## src/design/ffa_ram.sv

```systemverilog
`timescale 1ns / 1ps
// Generic simple dual-port RAM: one write port, one read port, registered read.
// No dependencies.
module ffa_ram #(
  parameter int WIDTH = 8,
  parameter int DEPTH = 16
) (
  input  logic                     clk,
  input  logic                     we,
  input  logic [$clog2(DEPTH)-1:0] waddr,
  input  logic [WIDTH-1:0]         wdata,
  input  logic                     re,
  input  logic [$clog2(DEPTH)-1:0] raddr,
  output logic [WIDTH-1:0]         rdata
);

  logic [WIDTH-1:0] mem [DEPTH];

  always_ff @(posedge clk) begin
    if (we) begin
      mem[waddr] <= wdata;
    end
    if (re) begin
      rdata <= mem[raddr];
    end
  end

endmodule

```

## config.mk

```make
export PLATFORM = sky130hd
export DESIGN_NAME = ffa_ram
export DESIGN_NICKNAME = d
export VERILOG_FILES = /design/src/design/ffa_ram.sv
export SDC_FILE = /design/constraint.sdc
export NUM_CORES = 1
export LEC_CHECK = 0
export ABC_AREA = 1
export ABC_CLOCK_PERIOD_IN_PS = 3200
export BUFFER_PORTS_ARGS = -buffer_cell sky130_fd_sc_hd__buf_2
export CORE_ASPECT_RATIO = 0.9
export CORE_MARGIN = 5
export CORE_UTILIZATION = 60
export DETAILED_ROUTE_END_ITERATION = 7
export PLACE_DENSITY = 0.78
export SLEW_MARGIN = 10
export SYNTH_ARGS = -nofsm -noshare
export SYNTH_HDL_FRONTEND = slang
export SYNTH_SLANG_ARGS = --single-unit
```

## constraint.sdc

```tcl
create_clock -name clk -period 3.2 [get_ports clk]
set_input_delay 0.64 -clock clk [delete_from_list [all_inputs] [get_ports clk]]
set_output_delay 0.64 -clock clk [all_outputs]
set_load 0.01 [all_outputs]
```

==> flow_metrics.py, run 1 <==
metrics = {
    "place": {
        "dpl.hpwl_um": 7760,
        "port_buffers": 26,
        "place.gp.congestion": 0.814,
        "place_ws_ps": 747,
    },
    "die": {
        "die_h_um": 104,
        "start_util_pct": 60.8,
        "core_area_mm2": 0.00961,
        "row_count": 34,
        "die_x_um": 114,
        "die_area_mm2": 0.0118,
        "ios": 27,
    },
    "routing": {
        "drc": 0,
        "first_iter_violations": 526,
        "totalWireLength_um": 12900,
        "vias_per_cell": 5.52,
        "routed-via-count": 3950,
        "drt-pass1-iter-count": 6,
        "drtAntennaViolNets": 0,
        "wl_per_cell_um": 18.1,
    },
    "timing": {
        "clock_skew_ps": 17.0,
        "max_slew_margin_pct": 39.8,
        "period_minus_slack_ps": 1900,
        "rsz0062_at_grt": "no",
        "slew_violations": 0,
        "max_freq_ghz": 0.527,
        "setup_violations": 0,
        "fin_ws_ps": 1300,
        "hold_viol": 0,
        "setup_tns_ps": 0,
        "final.period_utilization_pct": 59.3,
        "worst_pin_slew_ps": 900,
    },
    "critical_path": {
        "crit_start": "raddr[1]",
        "cp.arrival_ps": 2160,
        "end_kind": "register",
        "cp_num_cells": 6,
        "worstReg2RegEnd": "rdata[2]",
        "crit_path_frequent_cell": "nand3_1",
        "cp_data_required_time_ps": 3460,
        "cp_top_family": "buffers and inverters",
        "r2r_setup_slack_ps": 1980,
        "reg2regPathDepth": 6,
        "crit_fanout": 33,
        "endpoint": "rdata[4]",
        "crit_path_start_kind": "input pin",
        "max_stage_delay_ps": 520,
        "criticalPathCategory": "in2reg",
        "r2r-start": "mem[3][2]",
        "cpMaxStageDelayCell": "buf_2",
        "crit_chain": "buf_2, inv_2, nand3_1, nand3_1, nand3_1, nand2_1",
        "cp.buffers_inverters": 2,
    },
    "power": {
        "vdd_drop_max_mv": 0.321,
        "power_leakage_uw": 0.00283,
        "fin_total_pwr_uw": 4120,
        "p_per_area_mw_per_mm2": 627,
    },
    "cts": {
        "clock-sinks": 136,
        "clock-root-buffer": "clkbuf_8",
        "cts_resized": 0,
        "post-cts-setup-buffers": 0,
        "hold_buffers": 0,
        "numCtsBuffers": 17,
        "h-tree-depth": 4,
        "tritoncts": "yes",
        "path_clk_slew_ps": 60,
        "clk_latency_ps": 540,
        "ctsLongestPathBuffers": 2,
    },
    "yosys": {
        "yosys.area.top_type": "edfxtp_1",
        "synth_seq_cells": 136,
        "yosys-top-cells-area": "edfxtp_1, nand2_1, nand3_1, inv_1, buf_6",
        "netlist_instances": 551,
        "synth.avg_cell_area_um2": 10.6,
        "ys_types": 11,
        "syn_area_mm2": 0.00585,
        "synth_top_area_share_pct": 69.8,
        "yosys_warnings": 0,
        "ys_seq_area_share_pct": 69.8,
        "syn_nets": 570,
    },
    "global_routing": {
        "antenna_found_initial": 0,
        "grt_overflow": 0,
        "grt_pass1_vias": 3724,
        "grt_first_pass_wirelength_um": 20200,
        "grt_max_degree": 65,
        "grt.total_usage_pct": 22.7,
    },
    "final_layout": {
        "area_delta_synth_final_pct": 12.6,
        "final_nets": 595,
        "finish.utilization_pct": 68.5,
        "diodes": 0,
        "drive_gt1_share_pct": 10.9,
        "fillers": 700,
    },
    "hold_path": {
        "hold_class": "in2reg",
    },
    "run_status": {
        "outcome": "finished clean",
    },
    "flow_run": {
        "cap_violations": 0,
    },
}
==> Yosys cell counts <==
cell type	count
buf_1	1
nand3_1	97
buf_4	4
nor2_1	17
nand2_1	173
inv_1	100
buf_6	6
nand3b_1	2
edfxtp_1	136
inv_2	2
buf_2	13
==> layer usage <==
metal	GRT usage (%)	part of all wire, %
met1	32.4	40
met2	34.7	48
met4	7.46	1.8
met5	0	0
met3	5.42	10
==> placed cells by master (no fill, tap or decap) <==
| cell type | n |
|---|---|
| buf_12 | 1 |
| edfxtp_1 | 136 |
| clkinv_4 | 2 |
| inv_2 | 2 |
| clkbuf_16 | 16 |
| nand3_1 | 97 |
| nor2_1 | 17 |
| inv_6 | 6 |
| buf_4 | 3 |
| clkbuf_8 | 1 |
| inv_1 | 100 |
| clkinvlp_4 | 3 |
| buf_2 | 26 |
| inv_8 | 3 |
| nand3b_1 | 2 |
| nand2_1 | 173 |
| bufinv_16 | 1 |
==> through the flow <==
step	cell area [um^2]	hold slack, ps	std cells
floorplan	5850	683	551
global placement	6010	750	683
detailed placement	6010	765	683
CTS	6580	464	715
global route	6580	471	715
finish	6580	473	715
==> layout make-up <==
class	count	area (um^2)	area share, %
flip-flops and latches	136	4080	62.1
multi-input cells	289	1210	18.4
clock buffers	17	414	6.29
inverters	102	383	5.82
repair buffers	30	173	2.62
well taps	126	158	2.40
clock inverters	15	156	2.38
==> how the worst min path moves through the flow <==
stage	from	end	slack, ps	cells after the start
after floorplan	mem[10][0]	rdata[0]	680	6
after global placement	mem[9][0]	rdata[0]	750	6
after detailed placement	mem[11][0]	rdata[0]	760	6
after CTS	re	rdata[5]	460	1
after global routing	re	rdata[5]	470	1
final	re	rdata[7]	470	1
==> where the power goes <==
part | switching, uW | internal (uW) | total, uW
logic | 174 | 63.2 | 238
clock network | 808 | 1060 | 1870
registers | 10.3 | 2010 | 2020
total | 992 | 3130 | 4120
==> registers in the layout, indices dropped and copies added, names as in the netlist <==
register	count
mem	128
rdata	8
==> cells by family after synthesis <==
family | count (synthesis) | share of synthesized area [%]
buf+inv | 126 | 9.39
simple gates | 289 | 20.8
flops | 136 | 69.8
Power figures use the tool's default switching activity.
==> inputs of run 2 (changes only) <==
--- a/config.mk
+++ b/config.mk
@@ -5,8 +5,8 @@
 export SDC_FILE = /design/constraint.sdc
 export NUM_CORES = 1
 export LEC_CHECK = 0
-export ABC_AREA = 1
-export ABC_CLOCK_PERIOD_IN_PS = 3200
+export ABC_AREA = 0
+export ABC_CLOCK_PERIOD_IN_PS = 1900
 export BUFFER_PORTS_ARGS = -buffer_cell sky130_fd_sc_hd__buf_2
 export CORE_ASPECT_RATIO = 0.9
 export CORE_MARGIN = 5
==> constraint.sdc (replaced) <==
create_clock -name clk -period 1.9 [get_ports clk]
set_input_delay 0.38 -clock clk [delete_from_list [all_inputs] [get_ports clk]]
set_output_delay 0.38 -clock clk [all_outputs]
set_load 0.01 [all_outputs]
==> run 2 against run 1 <==
  * Register-to-register slack lost 1600 ps
  * Clock-buffer cell count rose by 1
  * Design area down 5.3%
  * Sequential power up 68%
  * Die area decreased by 9.6%
  * Sequential share of layout area up 3.4 points
  * Core utilization increased by 4.7 points
  * Highest routed layer unchanged
  * Final cell count shrank 41%
==> flow_metrics.py, run 2 <==
metrics = {
    "run_status": {
        "outcome": "finished clean",
    },
    "routing": {
        "wl_per_cell_um": 25.7,
        "drtAntennaViolNets": 0,
        "drc": 0,
        "routed-via-count": 2563,
        "drt-pass1-iter-count": 4,
        "first_iter_violations": 204,
        "totalWireLength_um": 10800,
        "vias_per_cell": 6.12,
    },
    "critical_path": {
        "end_kind": "register",
        "crit_chain": "mux4_1, a22oi_1, nand2_1",
        "crit_path_start_kind": "register",
        "crit_start": "mem[2][5]",
        "max_stage_delay_ps": 490,
        "r2r-start": "mem[2][5]",
        "cp_data_required_time_ps": 2160,
        "cp.arrival_ps": 1770,
        "r2r_setup_slack_ps": 380,
        "cpMaxStageDelayCell": "mux4_1",
        "crit_fanout": 1,
        "criticalPathCategory": "reg2reg",
    },
    "power": {
        "power_leakage_uw": 0.00213,
        "p_sw_share_pct": 20.7,
        "vdd_drop_max_mv": 0.796,
        "p_sw_uw": 1440,
        "p_per_area_mw_per_mm2": 1120,
        "seqPwrFrac_pct": 48.8,
        "pwr-share-comb_pct": 4.7,
        "power.internal_uw": 5530,
        "clkPwrFrac_pct": 46.5,
    },
    "global_routing": {
        "antenna_found_initial": 0,
        "grt_max_degree": 22,
        "grt_overflow": 0,
        "grt.total_usage_pct": 22.5,
        "grt_pass1_vias": 2691,
        "grt_first_pass_wirelength_um": 16400,
    },
    "yosys": {
        "synth.area.mux_share_pct": 14.8,
        "synth_fa_ha_area_share_pct": 0,
        "ys_seq_area_share_pct": 78.1,
        "yosys_warnings": 0,
        "synth_compound_area_share_pct": 2.30,
        "synth_ff_type": "edfxtp_1",
        "yosys.area.top_type": "edfxtp_1",
        "synth_xor_area_share_pct": 0,
        "ys_top_cells_by_count": "edfxtp_1, mux4_2, a22oi_1",
        "synth_seq_cells": 136,
        "syn_area_mm2": 0.00523,
        "netlist_instances": 229,
        "ys_async_sr_fraction_pct": 0,
        "synth.avg_cell_area_um2": 22.8,
        "yosysMostFrequentCell": "edfxtp_1",
        "synth_edf_count": 136,
        "ys_types": 18,
        "syn_nets": 248,
        "synth-simple-area-share_pct": 3.14,
        "synth_top_area_share_pct": 78.1,
        "yosys-top-cells-area": "edfxtp_1, mux4_2, mux4_1, a22oi_1, nor2_1",
        "synth_top_family_by_area": "multiplexers",
    },
    "final_layout": {
        "final_area_mm2": 0.00623,
        "multiInputGateArea_mm2": 0.00106,
        "final_cell_mix": "edfxtp_1, buf_2, buf_4",
        "area_delta_synth_final_pct": 19.3,
        "regMostFlops": "mem",
        "layout_commonest_cell": "edfxtp_1",
        "largest_register_ffs": 128,
        "regArea_mm2": 0.00408,
        "diodes": 0,
        "reg_top3": "mem (128), rdata (8)",
        "fillers": 462,
        "drive_gt1_share_pct": 33.0,
        "final_nets": 306,
    },
    "timing": {
        "period_minus_slack_ps": 1520,
        "hold_viol": 0,
        "worst_pin_slew_ps": 384,
        "max_freq_ghz": 0.659,
        "final.period_utilization_pct": 79.8,
        "setup_tns_ps": 0,
        "max_slew_margin_pct": 74.4,
        "rsz0062_at_grt": "no",
        "setup_violations": 0,
        "slew_violations": 0,
        "clock_skew_ps": 11.0,
    },
    "die": {
        "core_area_mm2": 0.00853,
        "die_area_mm2": 0.0107,
        "row_count": 32,
        "die_h_um": 98.6,
        "ios": 27,
        "start_util_pct": 61.3,
        "die_x_um": 108,
    },
    "cts": {
        "tritoncts": "yes",
        "path_clk_slew_ps": 60,
        "numCtsBuffers": 17,
        "ctsLongestPathBuffers": 2,
        "clk_latency_ps": 520,
        "post-cts-setup-buffers": 0,
        "hold_buffers": 0,
        "cts_resized": 0,
        "clock-root-buffer": "clkbuf_8",
        "clock-sinks": 136,
        "h-tree-depth": 4,
    },
    "place": {
        "port_buffers": 26,
        "placed_area_mm2": 0.00564,
        "dpl.hpwl_um": 6290,
        "place.gp.congestion": 0.726,
    },
    "flow_run": {
        "cap_violations": 0,
    },
    "hold_path": {
        "min_from": "re",
        "hold_class": "in2reg",
    },
}
==> run 2: changes by cell type after synthesis, moves of 14 or more <==
| cell | change |
|---|---|
| inv_1 | -100 |
| mux4_2 | +18 |
| nand3_1 | -96 |
| a22oi_1 | +16 |
| nand2_1 | -164 |
| mux4_1 | +14 |
==> run 2: routing by layer <==
layer / part of all wire (%) / vias to the layer above / track usage (%)
met5: 0 / - / 0
met4: 1.7 / 0 / 8.45
met3: 7.6 / 14 / 4.98
met2: 49 / 140 / 34.4
met1: 41 / 1312 / 32.5
li1: - / 1097 / -
==> run 2: area by class of cell <==
type | count | share of cell area [%]
clock buffer | 18 | 6.70
clock inverter | 14 | 2.79
multi-input combinational | 83 | 17.0
sequential | 136 | 65.5
tap | 119 | 2.39
timing repair buffer | 49 | 5.66
==> run 2: path summary, 6_finish.rpt <==
kind | to | cells after the start
worst max register to register | rdata[5] | 3
worst min register to register | rdata[4] | 3
worst max-delay path | rdata[5] | 3
worst min-delay path | rdata[6] | 1
==> run 2: worst max-delay path, delay by kind of cell, from the launching register on <==
family	cells	cell delay, ps
mux	1	490
flops	1	380
compound gates	1	290
simple gates	1	90
==> run 2: power by group through the flow <==
stage	logic [uW]	registers, uW	clock network (uW)
after floorplan	171	3460	0
final	328	3400	3240
after global placement	315	3460	0
after detailed placement	323	3460	0
after CTS	332	3410	3260
after global routing	353	3410	3430
==> run 2: metrics by stage <==
step                total power [uW]  util [%]  hold WS (ps)  instances  setup slack [ps]
global route                    7190      73.1           216        419               347
floorplan                       3630         -           479        229              27.1
CTS                             6990      73.1           222        419               379
global placement                3770      66.2           727        387             -5.36
finish                          6970      73.1           240        419               383
detailed placement              3790      66.2           738        387             -19.7
==> run 2: cells by family after synthesis <==
family,count (synthesis)
flops,136
simple gates,35
buf+inv,10
compound gates,16
mux,32
==> inputs of run 3 (changes only) <==
--- a/config.mk
+++ b/config.mk
@@ -6,13 +6,13 @@
 export NUM_CORES = 1
 export LEC_CHECK = 0
 export ABC_AREA = 0
-export ABC_CLOCK_PERIOD_IN_PS = 1900
+export ABC_CLOCK_PERIOD_IN_PS = 1350
 export BUFFER_PORTS_ARGS = -buffer_cell sky130_fd_sc_hd__buf_2
 export CORE_ASPECT_RATIO = 0.9
 export CORE_MARGIN = 5
-export CORE_UTILIZATION = 60
+export CORE_UTILIZATION = 54
 export DETAILED_ROUTE_END_ITERATION = 7
-export PLACE_DENSITY = 0.78
+export PLACE_DENSITY = 0.74
 export SLEW_MARGIN = 10
 export SYNTH_ARGS = -nofsm -noshare
 export SYNTH_HDL_FRONTEND = slang
==> constraint.sdc (replaced) <==
create_clock -name clk -period 1.35 [get_ports clk]
set_input_delay 0.27 -clock clk [delete_from_list [all_inputs] [get_ports clk]]
set_output_delay 0.27 -clock clk [all_outputs]
set_load 0.01 [all_outputs]
==> run 3 against run 2 <==
  * The run now ends with setup timing left
  * Critical path depth stayed put
  * Routed wire length is 4.4% lower
  * Highest routed layer unchanged
  * Design area is 1.2% higher
  * Clock power is 31% higher
  * Die area is 10% higher
  * Core utilization is 7.2 points lower
  * Clock-buffer cell count is 1 lower
  * First-iteration DRC count is 20% higher
  * Sequential cell count stayed put
  * Sequential power is 41% higher
  * Global-route usage is 3.0 points lower
  * Sequential share of layout area is 0.80 points lower
==> flow_metrics.py, run 3 (synthesis gave the netlist of run 2 again) <==
metrics = {
    "run_status": {
        "outcome": "complete, but fails checks",
        "violations": "setup timing",
    },
    "timing": {
        "worst_pin_slew_ps": 905,
        "clock_skew_ps": 4.67,
        "max_slew_margin_pct": 39.6,
        "max_freq_ghz": 0.707,
        "period_minus_slack_ps": 1410,
        "hold_viol": 0,
        "fin_ws_ps": -64.0,
        "slew_violations": 0,
        "rsz0062_at_grt": "yes",
        "final.period_utilization_pct": 105,
        "setup_violations": 8,
    },
    "final_layout": {
        "diodes": 0,
        "reg_top3": "mem (128), rdata (8)",
        "largest_register_ffs": 128,
        "final_area_mm2": 0.00631,
        "multiInputGateArea_mm2": 0.00111,
        "final_cell_mix": "edfxtp_1, mux4_2, buf_2",
        "layout_commonest_cell": "edfxtp_1",
        "area_delta_synth_final_pct": 20.8,
        "regArea_mm2": 0.00408,
        "final_nets": 307,
        "regMostFlops": "mem",
        "fillers": 616,
        "drive_gt1_share_pct": 44.0,
    },
    "cts": {
        "post-cts-setup-buffers": 0,
        "tritoncts": "yes",
        "ctsLongestPathBuffers": 2,
        "path_clk_slew_ps": 60,
        "clock-sinks": 136,
        "clk_latency_ps": 510,
        "numCtsBuffers": 17,
        "clock-root-buffer": "clkbuf_8",
        "h-tree-depth": 4,
        "hold_buffers": 0,
    },
    "critical_path": {
        "end_kind": "register",
        "worstReg2RegEnd": "rdata[4]",
        "cp_num_cells": 3,
        "r2r-start": "mem[11][4]",
        "criticalPathCategory": "reg2reg",
        "max_stage_delay_ps": 500,
        "reg2regPathDepth": 3,
        "crit_fanout": 1,
        "cp.buffers_inverters": 0,
        "cpMaxStageDelayCell": "mux4_2",
        "r2r_setup_slack_ps": -60,
        "crit_path_start_kind": "register",
        "cp_data_required_time_ps": 1600,
        "cp_top_family": "multiplexers",
        "crit_chain": "mux4_2, a22oi_2, nand2_1",
        "cp.arrival_ps": 1660,
    },
    "power": {
        "seqPwrFrac_pct": 50.2,
        "power_leakage_uw": 0.00208,
        "p_sw_share_pct": 20.6,
        "p_sw_uw": 1960,
        "pwr-share-comb_pct": 5.5,
        "p_per_area_mw_per_mm2": 1510,
        "fin_total_pwr_uw": 9530,
        "power.internal_uw": 7570,
        "vdd_drop_max_mv": 0.858,
        "clkPwrFrac_pct": 44.4,
    },
    "die": {
        "row_count": 34,
        "ios": 27,
        "die_x_um": 114,
        "start_util_pct": 54.6,
        "core_area_mm2": 0.00957,
        "die_h_um": 103,
        "die_area_mm2": 0.0118,
    },
    "routing": {
        "drc": 0,
        "totalWireLength_um": 10300,
        "wl_per_cell_um": 24.2,
        "routed-via-count": 2489,
        "drt-pass1-iter-count": 4,
        "first_iter_violations": 244,
        "vias_per_cell": 5.84,
        "drtAntennaViolNets": 0,
    },
    "place": {
        "placed_area_mm2": 0.00570,
        "place.gp.congestion": 0.732,
        "port_buffers": 26,
        "dpl.hpwl_um": 6350,
    },
    "global_routing": {
        "antenna_found_initial": 0,
        "grt_max_degree": 18,
        "grt_overflow": 0,
        "grt_pass1_vias": 2619,
        "grt.total_usage_pct": 19.5,
        "grt_first_pass_wirelength_um": 15900,
    },
    "hold_path": {
        "hold_class": "in2reg",
        "min_from": "re",
        "hold_path_depth": 1,
        "holdPathEnd": "rdata[2]",
    },
    "flow_run": {
        "cap_violations": 0,
    },
}
==> run 3: worst register-to-register path: cells and delay by family (launching register included) <==
family / cells / cell delay, ps
multiplexers: 1 / 500
flip-flops: 1 / 370
AO/OA/AOI/OAI: 1 / 200
AND/OR/NAND/NOR: 1 / 90
==> run 3: worst max-delay path by stage <==
stage	startpoint	end	slack (ps)
floorplan	raddr[0]	rdata[1]	-120
global placement	raddr[0]	rdata[0]	-430
detailed placement	raddr[0]	rdata[1]	-430
CTS	mem[11][4]	rdata[4]	-60
global route	mem[11][4]	rdata[4]	-110
finish	mem[11][4]	rdata[4]	-60
==> run 3: what timing repair did <==
item,CTS,global route
endpoints found under the setup margin,8,9
resized for setup,9,6
pin swaps,2,0
==> run 3: layout make-up <==
cell class | instances | area share, %
Sequential cell | 136 | 64.7
Timing Repair Buffer | 50 | 6.50
Multi-Input combinational cell | 83 | 17.6
Clock buffer | 17 | 6.56
Clock inverter | 14 | 2.14
Tap cell | 126 | 2.50
==> run 3: power groups by stage <==
stage | Sequential [uW] | Combinational, uW | Clock, uW
floorplan | 4870 | 266 | 0
global placement | 4870 | 484 | 0
detailed placement | 4870 | 495 | 0
CTS | 4790 | 517 | 4310
global route | 4790 | 564 | 4510
finish | 4780 | 520 | 4230
==> run 3: metrics by stage <==
step                worst slack [ps]  instances  util, %  hold slack, ps  TNS, ps
floorplan                       -120        229        -             369    -1140
global placement                -428        395     59.5             643    -6600
detailed placement              -431        395     59.5             639    -7320
CTS                            -63.4        426     65.6             105     -415
global route                    -107        426     65.9             103     -683
finish                         -64.0        426     65.9             123     -305
==> run 3: layer usage <==
layer  GRT usage (%)  wire (um)
met1            27.3       4380
met2            30.5       5060
met3            5.53        805
met4            5.82         55
met5               0          0
